### config.mk
export PLATFORM = sky130hd
export DESIGN_NAME = double_ended_queue
export DESIGN_NICKNAME = d
export VERILOG_FILES = /design/src/sv/deq_pkg.sv /design/src/sv/deq_ctrl.sv /design/src/sv/deq_dp.sv /design/src/sv/double_ended_queue.sv
export SDC_FILE = /design/constraint.sdc
export NUM_CORES = 1
export LEC_CHECK = 0
export ABC_AREA = 1
export BUFFER_PORTS_ARGS = -buffer_cell sky130_fd_sc_hd__buf_2
export CAP_MARGIN = 20
export CORE_AREA = 2 2 295 210
export CTS_BUF_LIST = sky130_fd_sc_hd__clkbuf_4 sky130_fd_sc_hd__clkbuf_8
export DETAILED_ROUTE_END_ITERATION = 10
export DIE_AREA = 0 0 297 212
export PLACE_DENSITY = 0.62
export SLEW_MARGIN = 20
export SYNTH_ARGS = -nofsm -noshare
export SYNTH_HDL_FRONTEND = slang
export SYNTH_SLANG_ARGS = --single-unit
### constraint.sdc
create_clock -name clk_i -period 3.5 [get_ports clk_i]
set_input_delay 0.525 -clock clk_i [delete_from_list [all_inputs] [get_ports clk_i]]
set_output_delay 0.525 -clock clk_i [all_outputs]
set_load 0.1 [all_outputs]
### src/sv/deq_pkg.sv
// ----------------------------------------------------------------------------
// deq_pkg: shared types and constants of the double-ended queue
// Operation and status codes, the request and result item types, and the
// command and status groups between controller and datapath.
// ----------------------------------------------------------------------------
package deq_pkg;

  localparam int unsigned DefaultDepth = 16;
  localparam int unsigned DataW        = 32;
  localparam int unsigned OpW          = 3;
  localparam int unsigned StatusW      = 2;

  typedef enum logic [OpW-1:0] {
    OP_PUSH_BACK  = 3'd0,
    OP_PUSH_FRONT = 3'd1,
    OP_POP_BACK   = 3'd2,
    OP_POP_FRONT  = 3'd3,
    OP_DUMP_FWD   = 3'd4,
    OP_DUMP_REV   = 3'd5
  } op_e;

  typedef enum logic [StatusW-1:0] {
    STATUS_OK    = 2'd0,
    STATUS_EMPTY = 2'd1,
    STATUS_FULL  = 2'd2
  } status_e;

  typedef struct packed {
    logic [OpW-1:0]          op;
    logic signed [DataW-1:0] value_in;
  } req_t;

  typedef struct packed {
    logic [StatusW-1:0]      status;
    logic signed [DataW-1:0] value_out;
    logic                    last;
  } res_t;

  // Controller to datapath.
  typedef struct packed {
    logic accept;
    logic step;
  } deq_cmd_t;

  // Datapath to controller.
  typedef struct packed {
    logic dump_start;
    logic dump_last;
  } deq_sts_t;

endpackage

### src/sv/deq_ctrl.sv
// ----------------------------------------------------------------------------
// deq_ctrl: controller of the double-ended queue
// Accepts items while idle and walks through a dump one value per cycle.
// ----------------------------------------------------------------------------
module deq_ctrl import deq_pkg::*; (
  input  logic     clk_i,
  input  logic     rst_ni,
  input  logic     start,
  output logic     busy,
  input  deq_sts_t sts_i,
  output deq_cmd_t cmd_o
);

  typedef enum logic [1:0] {
    ST_IDLE = 2'b01,
    ST_DUMP = 2'b10
  } state_e;

  state_e state_q, state_d;

  always_comb begin
    state_d      = state_q;
    cmd_o.accept = 1'b0;
    cmd_o.step   = 1'b0;
    unique case (state_q)
      ST_IDLE: begin
        cmd_o.accept = start;
        if (start && sts_i.dump_start) begin
          state_d = ST_DUMP;
        end
      end
      ST_DUMP: begin
        cmd_o.step = 1'b1;
        if (sts_i.dump_last) begin
          state_d = ST_IDLE;
        end
      end
      default: begin
        state_d = ST_IDLE;
      end
    endcase
  end

  assign busy = (state_q != ST_IDLE);

  always_ff @(posedge clk_i or negedge rst_ni) begin
    if (!rst_ni) begin
      state_q <= ST_IDLE;
    end else begin
      state_q <= state_d;
    end
  end

endmodule

### src/sv/deq_dp.sv
// ----------------------------------------------------------------------------
// deq_dp: datapath of the double-ended queue
// Ring store, front pointer, fill count, dump cursor and result registers.
// ----------------------------------------------------------------------------
module deq_dp import deq_pkg::*; #(
  parameter int unsigned DEPTH = DefaultDepth
) (
  input  logic     clk_i,
  input  logic     rst_ni,
  input  req_t     req_i,
  input  deq_cmd_t cmd_i,
  output deq_sts_t sts_o,
  output res_t     res_o,
  output logic     res_valid_o
);

  localparam int unsigned IdxW = $clog2(DEPTH);
  localparam int unsigned CntW = $clog2(DEPTH + 1);
  localparam int unsigned SumW = IdxW + 1;
  localparam logic [SumW-1:0] DepthS = SumW'(DEPTH);
  localparam logic [CntW-1:0] DepthC = CntW'(DEPTH);
  localparam logic [IdxW-1:0] LastIdx = IdxW'(DEPTH - 1);

  // Ring position of base + offset, where both stay below the depth plus one.
  function automatic logic [IdxW-1:0] ring_add(logic [IdxW-1:0] base,
                                               logic [SumW-1:0] offset);
    logic [SumW-1:0] sum;
    sum = SumW'(base) + offset;
    if (sum >= DepthS) begin
      sum = sum - DepthS;
    end
    return sum[IdxW-1:0];
  endfunction

  function automatic logic [IdxW-1:0] ring_inc(logic [IdxW-1:0] pos);
    return (pos == LastIdx) ? '0 : pos + 1'b1;
  endfunction

  function automatic logic [IdxW-1:0] ring_dec(logic [IdxW-1:0] pos);
    return (pos == '0) ? LastIdx : pos - 1'b1;
  endfunction

  logic signed [DataW-1:0] mem [DEPTH];

  logic [IdxW-1:0]    front_q, front_d;
  logic [CntW-1:0]    count_q, count_d;
  logic [IdxW-1:0]    cur_q, cur_d;
  logic [CntW-1:0]    left_q, left_d;
  logic               fwd_q, fwd_d;
  logic               single_q, single_d;
  logic [StatusW-1:0] status_q, status_d;
  logic signed [DataW-1:0] rd_data_q;

  logic            is_empty, is_full, is_dump;
  logic [IdxW-1:0] tail_pos, back_pos, prev_front, rd_addr, wr_addr;
  logic            wr_en;

  assign is_empty   = (count_q == '0);
  assign is_full    = (count_q == DepthC);
  assign is_dump    = (req_i.op == OP_DUMP_FWD) || (req_i.op == OP_DUMP_REV);
  assign tail_pos   = ring_add(front_q, SumW'(count_q));
  assign back_pos   = ring_add(front_q, SumW'(count_q - 1'b1));
  assign prev_front = ring_dec(front_q);

  assign sts_o.dump_start = is_dump && !is_empty;
  assign sts_o.dump_last  = (left_q == '0);

  always_comb begin
    front_d  = front_q;
    count_d  = count_q;
    cur_d    = cur_q;
    left_d   = left_q;
    fwd_d    = fwd_q;
    single_d = 1'b0;
    status_d = STATUS_OK;
    wr_en    = 1'b0;
    wr_addr  = tail_pos;
    rd_addr  = front_q;
    if (cmd_i.step) begin
      rd_addr = cur_q;
      cur_d   = fwd_q ? ring_inc(cur_q) : ring_dec(cur_q);
      left_d  = left_q - 1'b1;
    end else if (cmd_i.accept) begin
      priority case (req_i.op)
        OP_PUSH_BACK: begin
          single_d = 1'b1;
          if (is_full) begin
            status_d = STATUS_FULL;
          end else begin
            wr_en   = 1'b1;
            count_d = count_q + 1'b1;
          end
        end
        OP_PUSH_FRONT: begin
          single_d = 1'b1;
          wr_addr  = prev_front;
          if (is_full) begin
            status_d = STATUS_FULL;
          end else begin
            wr_en   = 1'b1;
            front_d = prev_front;
            count_d = count_q + 1'b1;
          end
        end
        OP_POP_BACK: begin
          single_d = 1'b1;
          if (is_empty) begin
            status_d = STATUS_EMPTY;
          end else begin
            count_d = count_q - 1'b1;
          end
        end
        OP_POP_FRONT: begin
          single_d = 1'b1;
          if (is_empty) begin
            status_d = STATUS_EMPTY;
          end else begin
            front_d = ring_inc(front_q);
            count_d = count_q - 1'b1;
          end
        end
        OP_DUMP_FWD, OP_DUMP_REV: begin
          fwd_d = (req_i.op == OP_DUMP_FWD);
          if (is_empty) begin
            single_d = 1'b1;
            status_d = STATUS_EMPTY;
          end else begin
            // The first value is read now; the cursor points at the second.
            rd_addr = fwd_d ? front_q : back_pos;
            cur_d   = fwd_d ? ring_inc(front_q) : ring_dec(back_pos);
            left_d  = count_q - 1'b1;
          end
        end
        default: begin
          single_d = 1'b0;
        end
      endcase
    end
  end

  always_ff @(posedge clk_i) begin
    if (wr_en) begin
      mem[wr_addr] <= req_i.value_in;
    end
    rd_data_q <= mem[rd_addr];
    status_q  <= status_d;
  end

  always_ff @(posedge clk_i or negedge rst_ni) begin
    if (!rst_ni) begin
      front_q  <= '0;
      count_q  <= '0;
      cur_q    <= '0;
      left_q   <= '0;
      fwd_q    <= 1'b0;
      single_q <= 1'b0;
    end else begin
      front_q  <= front_d;
      count_q  <= count_d;
      cur_q    <= cur_d;
      left_q   <= left_d;
      fwd_q    <= fwd_d;
      single_q <= single_d;
    end
  end

  // A status item and a dump value never share a cycle.
  assign res_valid_o     = single_q || cmd_i.step;
  assign res_o.status    = single_q ? status_q : STATUS_OK;
  assign res_o.value_out = single_q ? '0 : rd_data_q;
  assign res_o.last      = single_q || (left_q == '0);

`ifndef ASSERT_OFF
  a_count_bound: assert property (@(posedge clk_i) disable iff (!rst_ni)
    count_q <= DepthC)
    else $error("fill count above depth");

  a_no_overlap: assert property (@(posedge clk_i) disable iff (!rst_ni)
    !(single_q && cmd_i.step))
    else $error("status item and dump value in the same cycle");

  a_dump_no_write: assert property (@(posedge clk_i) disable iff (!rst_ni)
    cmd_i.step |-> !wr_en)
    else $error("store written during a dump");

  a_dump_keeps_count: assert property (@(posedge clk_i) disable iff (!rst_ni)
    cmd_i.step |=> (count_q == $past(count_q)))
    else $error("fill count changed during a dump");
`endif

endmodule

### src/sv/double_ended_queue.sv
// ----------------------------------------------------------------------------
// double_ended_queue: double-ended queue of signed 32-bit values
// Ring store with push and pop at both ends and dumps in either direction.
//
//   channel   handshake                  payload
//   request   start high, busy low       req_i   (op, value_in)
//   result    res_valid_o, one cycle     res_o   (status, value_out, last)
//
// A push, a pop or an empty dump gives its result in the next cycle, and a
// new item may be accepted in that same cycle.
// A dump of N values holds busy while it delivers them one value per cycle
// from the single read port of the ring store, the last one marked.
// After reset the queue is empty. The receiver cannot stall results.
// ----------------------------------------------------------------------------
module double_ended_queue import deq_pkg::*; #(
  parameter int unsigned DEPTH = DefaultDepth
) (
  input  logic clk_i,
  input  logic rst_ni,
  input  logic start,
  output logic busy,
  input  req_t req_i,
  output res_t res_o,
  output logic res_valid_o
);

  deq_cmd_t cmd;
  deq_sts_t sts;

  deq_ctrl u_ctrl (
    .clk_i  (clk_i),
    .rst_ni (rst_ni),
    .start  (start),
    .busy   (busy),
    .sts_i  (sts),
    .cmd_o  (cmd)
  );

  deq_dp #(
    .DEPTH (DEPTH)
  ) u_dp (
    .clk_i       (clk_i),
    .rst_ni      (rst_ni),
    .req_i       (req_i),
    .cmd_i       (cmd),
    .sts_o       (sts),
    .res_o       (res_o),
    .res_valid_o (res_valid_o)
  );

endmodule

# Yosys cells after proc, flatten, opt, wreduce, memory -nomap -nowiden
# Memories as Yosys holds them, arrays and structs flattened. A register that Yosys moved wholly into a read port is not among the register bits.
# Index checks and enable logic that the tools add are counted.
[word_totals] regBits=24 ramBits=512 inputBits=38 word_cells=120 memories=1
[memory_table] name="u_dp.mem" words=16 word_bits=32 read_ports=1 rd_ports_with_merged_regs=1 write_ports=1 line_no="deq_dp.sv:43" rtl="logic signed [DataW-1:0] mem [DEPTH];"
[op_classes] addsub=12 magnitude_cmp=2 eq_ne=18 mux=50 bitwise=2 n_reduce_logical=27
[ops] operator="$mux W4" n=23
[ops] operator="$mux W32" n=1
[ops] operator="$mux W5" n=5
[ops] operator="$sub A4 B1 Y4 const B" n=5
[ops] operator="$logic_not A4 Y1" n=3
[ops] operator="$mux W1" n=12
[ops] operator="$add A4 B5 Y5" n=2
[ops] operator="$ge A5 B5 Y1 const B" n=2
[ops] operator="$logic_not A5 Y1" n=2
[ops] operator="$ne A2 B2 Y1 const B" n=5
[ops] operator="$pmux W5 S2" n=1
[ops] operator="$reduce_and A5 Y1" n=2
[ops] operator="$sub A5 B1 Y5 const B" n=2
[ops] operator="$add A4 B1 Y4 const B" n=2
[ops] operator="$eq A4 B4 Y1 const B" n=2
[ops] operator="$mux W2" n=4
[ops] operator="$pmux W2 S2" n=2
[ops] operator="$pmux W4 S2" n=1
[ops] operator="$reduce_bool A2 Y1" n=4
[ops] operator="$reduce_or A2 Y1" n=4
[ops] operator="$reduce_or A4 Y1" n=2
[ops] operator="$eq A3 B2 Y1 const B" n=2
[ops] operator="$eq A3 B3 Y1 const B" n=2
[ops] operator="$ne A2 B1 Y1 const B" n=3
[ops] operator="other kinds (13)" n=18

# Logic depth before layout (Yosys ltp)
[depth] depth_word=11 depth_mapped=15 mapped_depth_nobuf=14

# By module
# From an unflattened synthesis, not the netlist that was laid out.
[hier_totals] hier_cells=2465 hier_area_um2=25520.7
[modules_own_cells] module="deq_dp" n_inst=1 cells_per_inst=2450 area_each_um2=25408.1 seq_area_each_um2=16555.9
[modules_own_cells] module="deq_ctrl" n_inst=1 cells_per_inst=15 area_each_um2=112.6 seq_area_each_um2=51.3

# Worst setup path after synthesis
# No wires, ideal clock.
[synth_path] path_type="register -> register" startpoint="reg u_dp.count_q[0]" endpoint="mem u_dp.mem[0][0] (enable)" setup_time_ns=0.421 arrival_ns=3.037 slack_ns=0.042 path_stages_with_launch=7 n_path_buf=0 path_cell_list="dfrtp_1 ha_1 fa_1 or2_2 o21ai_0 nand3_1 nor2_1"
[synth_via] elab_chain_cells=7
[synth_rtl] element="start, declared" line_no="deq_dp.sv:46" rtl="logic [CntW-1:0] count_q, count_d;"
[synth_rtl] element="start signal, assigned" line_no="deq_dp.sv:159" rtl="count_q <= count_d;"
[synth_rtl] element="parallel branches: the longest is 7 deep, another holds $add A4 B5 Y5"
[synth_rtl] element="end, declared" line_no="deq_dp.sv:43"
# Parallel ways; which one is timed is not known.

# Worst setup path after layout
[layout_path] startpoint="reg u_dp.count_q[0]" endpoint="reg u_dp.rd_data_q[28], read port of u_dp.mem"
[layout_via] elab_chain_cells=9
[layout_rtl] element="$sub A5 B1 Y5" line_no="deq_dp.sv:62" rtl="assign back_pos = ring_add(front_q, SumW'(count_q - 1'b1));"
[layout_rtl] element="$add A4 B5 Y5" line_no="deq_dp.sv:28" rtl="sum = SumW'(base) + offset;"
[layout_rtl] element="$sub A4 B1 Y4 / $ge A5 B5 Y1 (equally long branches)" line_no="deq_dp.sv:30, deq_dp.sv:29"
[layout_rtl] element="$mux W4" line_no="deq_dp.sv:29" rtl="if (sum >= DepthS) begin"
[layout_rtl] element="$mux W4" line_no="deq_dp.sv:129" rtl="rd_addr = fwd_d ? front_q : back_pos;"
[layout_rtl] element="$mux W4 *" line_no="deq_dp.sv:124" rtl="if (is_empty) begin"
[layout_rtl] element="$mux W4 *" line_no="deq_dp.sv:84" rtl="priority case (req_i.op)"
[layout_rtl] element="$mux W4 *" line_no="deq_dp.sv:83" rtl="end else if (cmd_i.accept) begin"
[layout_rtl] element="$mux W4 *" line_no="deq_dp.sv:79" rtl="if (cmd_i.step) begin"
[layout_rtl] element="end, declared" line_no="deq_dp.sv:52" rtl="logic signed [DataW-1:0] rd_data_q;"
# Mark *: on every way between the ends. The rest lies on a longest branch, timed or not.
# A chain may end at the register's enable or synchronous reset.

==> impl_results.md <==
- # DRC: 0
- Clock Skews: 0.0329 ns
- R2r worst-path depth: 14
- Routed Antenna Nets: 0
- Finished Core Util: 0.483
- Post-DP HPWL: 36400 µm
- All-Layer GR Usage: 0.213
- Top FF cell, synth: edfxtp_1
- RSZ-0062 raised after global routing: no
- Distinct cells, synth: 38
- Fmax: 319 MHz
- Critical path endpoint category: flip-flop
- Synth Cell Area: 25600 µm²
- Post-synth EDFFs: 512
- Internal: 14.2 mW
- Net switching power: 10.4 mW
- Share of cells above drive strength 1: 0.121
- Combinational Power Share: 0.413
- Total Nets Final: 2720
- Io pins: 75
- Fin. max-slew vios: 0
- Root buffer cell: clkbuf_8
- Reg2Reg Setup Slack: 0.37 ns
- Initial antenna violation count: 1
- Startpoint types: flip-flop
- Drt wl/cell: 18.7 µm
- DRT Pass-1 Iters: 5
- Synth async-reset ratio: 0.0387
- Min-Delay Path Depth: 2
- Sequential cell area: 16600 µm²
- Max-Cap Viols: 0
- Core region area: 60500 µm²
- Final WL: 66400 µm
- P per Cell Area: 841 nW/µm²
- DIE AREA: 63000 µm²
- Vias per cell: 5.04
- Crit path arrival time: 3.73 ns
- Flop pwr share: 0.341
- Layout overhead on the synthesized area: 14.0%
- Status: completed
- CTS sink count: 568
- Syn Inst Count: 2572
- Number of fill cells: 5529
- Initial DRC Count: 1485
- Seq/Total Area, Yosys: 0.648
- Final hold viol count: 0
- Hold crit path type: in -> reg
- Resize count post-CTS: 0
- Clock tree buffer depth: 3
- Number of buffers created by CTS: 88
- Hold Crit Endpoint: u_dp.single_q
- Initial Util: 0.424
- Clk network pwr share: 0.246
- Pin count of the biggest net entering global routing: 79
- Clock slew at reported path FFs: 0.06 ns
- Die height: 212 µm
- Critical Setup Path Class: reg -> reg
- Die width: 297 µm
- Mapped Nets: 2630
- CTS tree: yes
- Measured slew at the worst slew-check pin: 1.05 ns
- Critical Path RT: 4.10 ns
- Worst-Skew Late Latency: 0.68 ns
- # rows: 76
- Setup TNS: 0 ns
- First-pass GRT wire length: 103000 µm
- Mean Syn Cell Area: 9.96 µm²
- Htree depth: 3
- Final Wtd Congestion: 0.846
- Switching Share: 0.422
- Lkg Pwr: 12.9 nW
- RR Endpoint: u_dp.rd_data_q[28]
- Vias in the first global route: 17600
- Hold path start: req_i[33]
- CP max FO: 32
- Max-slew headroom: 0.299
- Synth Warn #: 0
- Post-synthesis register bit count: 568
- Post-CTS Setup Inserts: 0
- Peak supply drop: 0.714 mV
- Period Utilization, post-route: 0.894
- Combined area of the multi-input logic cells: 6300 µm²
- Vias: 17900
- IO Port Bufs: 74
- Final setup vio count: 0
- Reg2reg start: u_dp.count_q[0]
- Min Tclk post-route: 3.13 ns
- Global route overflow: 0
worst max-delay path by stage:
stage / slack (ns) / from / endpoint
detailed placement: 0.42 / u_dp.front_q[0] / u_dp.mem[8][11]
finish: 0.37 / u_dp.count_q[0] / u_dp.rd_data_q[28]
global placement: 0.49 / u_dp.count_q[0] / u_dp.mem[8][11]
CTS: 0.39 / u_dp.count_q[0] / u_dp.mem[8][10]
global route: 0.18 / u_dp.count_q[0] / u_dp.rd_data_q[28]
floorplan: 0.04 / u_dp.count_q[0] / u_dp.mem[0][0]
sequential cells by signal, indices dropped and copies added (netlist names):
signal	flops
u_dp.cur_q	4
u_dp.mem	512
u_dp.single_q	1
u_dp.left_q	5
u_dp.rd_data_q	32
u_dp.status_q	2
u_ctrl.state_q	2
u_dp.fwd_q	1
u_dp.front_q	4
u_dp.count_q	5
power by group through the flow:
| stage | Clock, mW | Sequential, mW | Combinational, mW |
|---|---|---|---|
| after floorplan | 0 | 8.37 | 7.30 |
| after global placement | 0 | 8.53 | 9.92 |
| after detailed placement | 0 | 8.54 | 10.1 |
| after CTS | 6.18 | 8.40 | 10.1 |
| after global routing | 6.45 | 8.45 | 11.1 |
| final | 6.04 | 8.39 | 10.2 |
kinds of logic (layout without fill, tap and decap cells):
family          after synthesis  count (layout)  share of synthesized area
xor+xnor                     21              21                    0.00747
simple gates               1181            1181                      0.207
fa+ha+maj                    20              20                     0.0104
flops                       568             568                      0.648
compound gates               61              61                     0.0141
buf+inv                     721             883                      0.113
other cells                   0               1                          0
Yosys cell counts, types with 3 or more instances:
cell type / count / area [µm²]
a21oi_1: 11 / 55.1
a31oi_1: 4 / 25.0
buf_1: 3 / 11.3
buf_2: 68 / 340
buf_4: 25 / 188
clkbuf_1: 31 / 116
dfrtp_1: 21 / 526
dfxtp_1: 34 / 681
edfxtp_1: 512 / 15400
ha_1: 18 / 225
inv_1: 587 / 2200
inv_2: 4 / 15.0
nand2_1: 457 / 1720
nand3_1: 634 / 3170
nand3_2: 6 / 60.1
nor2_1: 72 / 270
nor3_1: 5 / 25.0
o211ai_1: 6 / 45.0
o21ai_0: 29 / 145
o22ai_1: 3 / 18.8
xnor2_1: 6 / 52.6
xor2_1: 14 / 123
through the flow:
| step | hold slack [ns] | instance area [µm²] | instances | power, mW | worst slack, ns |
|---|---|---|---|---|---|
| after floorplan | 0.229 | 25600 | 2572 | 15.7 | 0.0419 |
| after global placement | 0.539 | 27300 | 3390 | 18.4 | 0.489 |
| after detailed placement | 0.540 | 27300 | 3390 | 18.6 | 0.416 |
| after CTS | 0.127 | 29200 | 3553 | 24.7 | 0.390 |
| after global routing | 0.152 | 29200 | 3553 | 26.0 | 0.177 |
| final | 0.182 | 29200 | 3554 | 24.6 | 0.369 |
cell type report:
type / instances / share of cell area
flip-flops and latches: 568 / 0.568
multi-input cells: 1283 / 0.216
inverters: 591 / 0.0759
clock buffers: 140 / 0.0582
repair buffers: 130 / 0.0383
well taps: 819 / 0.0351
clock inverters: 22 / 0.00818
diodes: 1 / 0.0000856
worst max-delay path: stages (launching register included):
cell and delay (ns):
dfrtp_1 0.45, inv_1 0.14, ha_1 0.24, xnor2_1 0.33, inv_1 0.14, ha_1 0.33
nand2_1 0.08, nor2_1 0.04, a211oi_1 0.35, xnor2_1 0.23, o21ai_0 0.16, nand2_2 0.12
buf_12 0.26, nand3_1 0.14, nand2_1 0.08
cells in the final DEF (no fill, tap or decap), types with 6 or more instances in the layout:
cell	count
ha_1	18
edfxtp_1	512
clkbuf_4	36
nand2_1	454
dfrtp_1	20
buf_12	26
o211ai_1	6
clkinv_2	6
xnor2_1	6
buf_2	74
nand3_1	634
nor2_4	18
nor2_1	56
clkbuf_8	104
buf_4	29
inv_1	587
o21ai_0	29
a21oi_1	11
xor2_1	14
dfxtp_1	34
metal layers:
metal / wire length (µm) / share of wire / GRT usage
met1: 29600 / 0.45 / 0.299
met2: 29800 / 0.45 / 0.339
met3: 5340 / 0.080 / 0.0395
met4: 1600 / 0.024 / 0.0674
met5: 13 / 0.00020 / 0
repair_timing:
action                                 in CTS  in global routing
hold buffers                                1                  0
endpoints found under the hold margin      21                  0
setup endpoints to repair                   0                  0
Power figures use the tool's default switching activity.
